**config.mk**
```make
export PLATFORM = sky130hd
export DESIGN_NAME = vd_front
export DESIGN_NICKNAME = d
export VERILOG_FILES = /design/src/hw/rtl/vd_pkg.sv /design/src/hw/rtl/vd_front.sv
export SDC_FILE = /design/constraint.sdc
export NUM_CORES = 1
export LEC_CHECK = 0
export BUFFER_PORTS_ARGS = -buffer_cell sky130_fd_sc_hd__buf_2
export CAP_MARGIN = 20
export CORE_AREA = 4 4 201 203
export DETAILED_ROUTE_END_ITERATION = 10
export DIE_AREA = 0 0 205 207
export MAX_ROUTING_LAYER = met4
export PLACE_DENSITY = 0.9
export SYNTH_ARGS = -nofsm -noshare
export SYNTH_HDL_FRONTEND = slang
export SYNTH_SLANG_ARGS = --single-unit
```
**constraint.sdc**
```tcl
create_clock -name aclk -period 34.6 [get_ports aclk]
set_clock_uncertainty 0.2 [all_clocks]
set_input_delay 3.46 -clock aclk [delete_from_list [all_inputs] [get_ports aclk]]
set_output_delay 3.46 -clock aclk [all_outputs]
set_load 0.03 [all_outputs]
```
**src/hw/rtl/vd_pkg.sv**
```systemverilog
// ----------------------------------------------------------------------------
// vd_pkg
// Shared types and constants of the vertex dedup index builder.
// ----------------------------------------------------------------------------
package vd_pkg;

    localparam int TABLE_ENTRIES = 1024;
    localparam int IDX_W         = $clog2(TABLE_ENTRIES);
    localparam int CNT_W         = IDX_W + 1;
    localparam int COMP_W        = 32;
    localparam int NUM_COMP      = 8;
    localparam int KEY_W         = COMP_W * NUM_COMP;
    localparam int VIDX_W        = 10;

    // one classified corner, as queued between front and back
    typedef struct packed {
        logic             mesh_start;
        logic             has_nan;
        logic [KEY_W-1:0] key;
    } item_t;

    // back part states
    typedef enum logic [2:0] {
        S_IDLE   = 3'b001,
        S_SCAN   = 3'b010,
        S_RESULT = 3'b100
    } back_state_t;

    // true when a single-precision bit pattern is a NaN
    function automatic logic comp_is_nan(input logic [COMP_W-1:0] b);
        return (b[30:23] == 8'hFF) && (b[22:0] != 23'd0);
    endfunction

    // fold -0 onto +0 so that plain equality matches float equality
    function automatic logic [COMP_W-1:0] comp_norm(input logic [COMP_W-1:0] b);
        return (b[30:0] == 31'd0) ? '0 : b;
    endfunction

endpackage

```
**src/hw/rtl/vd_front.sv**
```systemverilog
// ----------------------------------------------------------------------------
// vd_front
// Accepts corners, flags NaN components, normalizes signed zeros and holds
// the classified items in a two-entry queue for the back part.
// ----------------------------------------------------------------------------
module vd_front import vd_pkg::*; (
    input  logic             aclk,
    input  logic             aresetn,
    input  logic             s_tvalid,
    output logic             s_tready,
    input  logic [KEY_W-1:0] s_tdata,   // pos_x, pos_y, pos_z, nrm_x, nrm_y, nrm_z, tex_u, tex_v
    input  logic             s_tuser,   // mesh_start
    output logic             item_valid,
    output item_t            item,
    input  logic             item_pop
);

    item_t       fifo_reg [2];
    logic        wr_ptr_reg, wr_ptr_next;
    logic        rd_ptr_reg, rd_ptr_next;
    logic [1:0]  cnt_reg, cnt_next;
    item_t       cls;
    logic        push;
    logic        nan_any;

    // classify the incoming corner
    always_comb begin
        nan_any = 1'b0;
        cls.key = '0;
        for (int i = 0; i < NUM_COMP; i++) begin
            nan_any = nan_any | comp_is_nan(s_tdata[i*COMP_W +: COMP_W]);
            cls.key[i*COMP_W +: COMP_W] = comp_norm(s_tdata[i*COMP_W +: COMP_W]);
        end
        cls.has_nan    = nan_any;
        cls.mesh_start = s_tuser;
    end

    assign s_tready   = (cnt_reg != 2'd2);
    assign push       = s_tvalid && s_tready;
    assign item_valid = (cnt_reg != 2'd0);
    assign item       = fifo_reg[rd_ptr_reg];

    // queue pointers
    always_comb begin
        wr_ptr_next = push ? ~wr_ptr_reg : wr_ptr_reg;
        rd_ptr_next = item_pop ? ~rd_ptr_reg : rd_ptr_reg;
        cnt_next    = cnt_reg + {1'b0, push} - {1'b0, item_pop};
    end

    always_ff @(posedge aclk) begin
        if (!aresetn) begin
            wr_ptr_reg <= 1'b0;
            rd_ptr_reg <= 1'b0;
            cnt_reg    <= 2'd0;
        end else begin
            wr_ptr_reg <= wr_ptr_next;
            rd_ptr_reg <= rd_ptr_next;
            cnt_reg    <= cnt_next;
        end
    end

    // queue storage
    always_ff @(posedge aclk) begin
        if (push) begin
            fifo_reg[wr_ptr_reg] <= cls;
        end
    end

endmodule

```
==> impl_metrics.yaml <==
sta:
  hold_slack_ps: 382
  clock.fmax_mhz: 137
  slew_headroom_pct: 26.9
  hold_violations: 0
  worst_pin_slew_ps: 1100
  rsz0062_at_grt: "no"
  fin_ws_ps: 27320
  fin_crit_ps: 7280
  finalCritPeriodShare_pct: 21.0
  drv_slew: 0
  setup_tns_ps: 0
  setup_viol: 0
pwr:
  p_per_area_mw_per_mm2: 69.7
  power.leakage_nw: 8.90
  worst_ir_drop_vdd_mv: 0.0610
logic_synthesis:
  yosysSeqAreaShare_pct: 76.0
  synth_area_sq_mm: 0.0205
  async_flop_share_pct: 0
  yosys.area.top_type: "edfxtp_1"
  syn_avg_cell_area_sq_um: 17.1
  synth_top_cell_area_share_pct: 75.5
  syn_nets: 1466
  synth_area_leaders: "edfxtp_1 (76%), mux2_2 (14%), clkbuf_1 (4.5%)"
  syn_inst: 1203
  yosys_warnings: 0
  ys_types: 33
  ys_ff_latch: 521
  synth_top_flop_cell: "edfxtp_1"
  synth_edf_count: 516
global_route:
  grt_overflow: 0
  grt_start_max_net_pins: 83
  grt.total_usage_pct: 23.1
  antenna_found_initial: 12
  grt_pass1_vias: 12200
  grt_first_pass_wirelength_um: 72300
placement:
  dpl-instance-area_sq_mm: 0.0228
  place_ws_ps: 27900
  dp_hpwl_um: 34700
  numPortBuffers: 520
  routabilityCongestion: 0.938
  placed_cells: 1974
worst_setup_path:
  path_max_fanout: 81
  critPathArrivalTime_ps: 3620
  setup.worst_path.end_class: "primary output"
  worst_setup_path_start_kind: "flip-flop"
  required_ps: 30940
  crit_type: "reg -> out"
clock_network:
  clk_pin_slew_ps: 60
  cts_made_buffers: 49
  cts.sinks: 521
  cts_max_level: 2
  clkLatencyLatePin_ps: 570
  cts_tree: "done"
  cts-resized-gates: 0
  cts_root_buffer: "clkbuf_16"
  holdBufCountCts: 0
  cts_setup_buffers: 0
  ctsLongestPathBuffers: 3
cells_and_area:
  drive_gt1_share_pct: 56.1
  largest_reg_flops: 516
  design_area_sq_mm: 0.0245
  area_delta_synth_final_pct: 19.3
  final_nets: 1770
  final_cells: 2078
floorplan:
  core_sq_mm: 0.0385
  ioPinCount: 521
  start_util_pct: 53.3
  dieArea_sq_mm: 0.0424
  die_y_um: 207
  fp-row-count: 72
  dieWidth_um: 205
route:
  vias: 11500
  via_per_inst: 5.53
  ant_nets: 0
  firstDrtPassIters: 5
  finalWirelength_um: 49500
  wl_per_cell_um: 23.8
  drc: 0
  initialDrtViolationCount: 717
run:
  cap_violations: 0
hold_path:
  hp-class: "reg -> reg"
status:
  status: "finished clean"
==> power breakdown <==
group / switching (mW) / internal [mW]
sequential: 0.0240 / 0.794
clock: 0.222 / 0.330
combinational: 0.234 / 0.102
total: 0.481 / 1.23
==> critical path, stage by stage (launching register included) <==
cell,delay (ps)
dfxtp_4,750
buf_4,650
buf_4,860
mux2_2,440
buf_2,180
==> cell families after synthesis <==
group	share of synthesized area (%)
DFF	76.0
adders and majority gates	0.122
buffers and inverters	5.35
and+or+nand+nor	3.73
muxes	14.2
AOI/OAI and AO/OA	0.506
xor gates and xnor gates	0.128
==> metrics by stage <==
stage               total power, mW  util [%]
global route                   1.77      63.6
global placement               1.15      59.2
detailed placement             1.16      59.2
finish                         1.71      63.6
floorplan                      1.09         -
CTS                            1.72      63.6
==> final cells by class <==
type	instances	area (sq um)
antenna	13	32.5
clock buffer	61	1310
clock inverter	30	354
fill	2505	14000
inverter	4	15.0
multi-input combinational	401	3840
sequential	521	15600
tap	518	648
timing repair buffer	530	2680
==> routing by layer <==
layer  share of wire, %  routed length [um]  up-vias  GRT usage, %
li1                   -                   -     5023             -
met1                 33               16600     5639          25.3
met2                 52               25900      702          39.7
met3                9.6                4750      137          6.16
met4                4.6                2280        0          10.2
met5                  0                   0        -             -
==> worst paths after layout <==
path	startpoint	to	slack (ps)	cells past startpoint
worst max register to register	cnt_reg[0]	fifo_reg[1][165]	31000	4
worst max-delay path	flip-flop	item[176]	27320	4
worst min register to register	rd_ptr_reg	flip-flop	380	2
worst min-delay path	rd_ptr_reg	flip-flop	380	2
==> placed cells by master (no fill, tap or decap), drive strengths merged <==
cell type and n:
a31oi 3, and2 5, and3 1, buf 530, bufinv 8, clkbuf 61, clkinv 18, clkinvlp 1
dfxtp 5, diode 13, edfxtp 516, ha 2, inv 7, mux2 258, nand2 14, nand2b 1
nand4 25, nor2 9, nor3 10, nor4 56, o21a 1, o21ai 5, o31a 5, o31ai 1
or2 1, or4 1, xnor2 2, xor2 1
==> cells in the mapped netlist (all sizes together), types with 2 or more instances <==
| library cell | number |
|---|---|
| nand4 | 25 |
| xnor2 | 2 |
| nand2 | 14 |
| o31a | 5 |
| ha | 2 |
| mux2 | 258 |
| inv | 4 |
| edfxtp | 516 |
| and2 | 5 |
| o21ai | 5 |
| a31oi | 3 |
| nor3 | 10 |
| nor4 | 56 |
| dfxtp | 5 |
| clkbuf | 247 |
| nor2 | 9 |
| buf | 28 |
(Power assumes the default switching activity.)
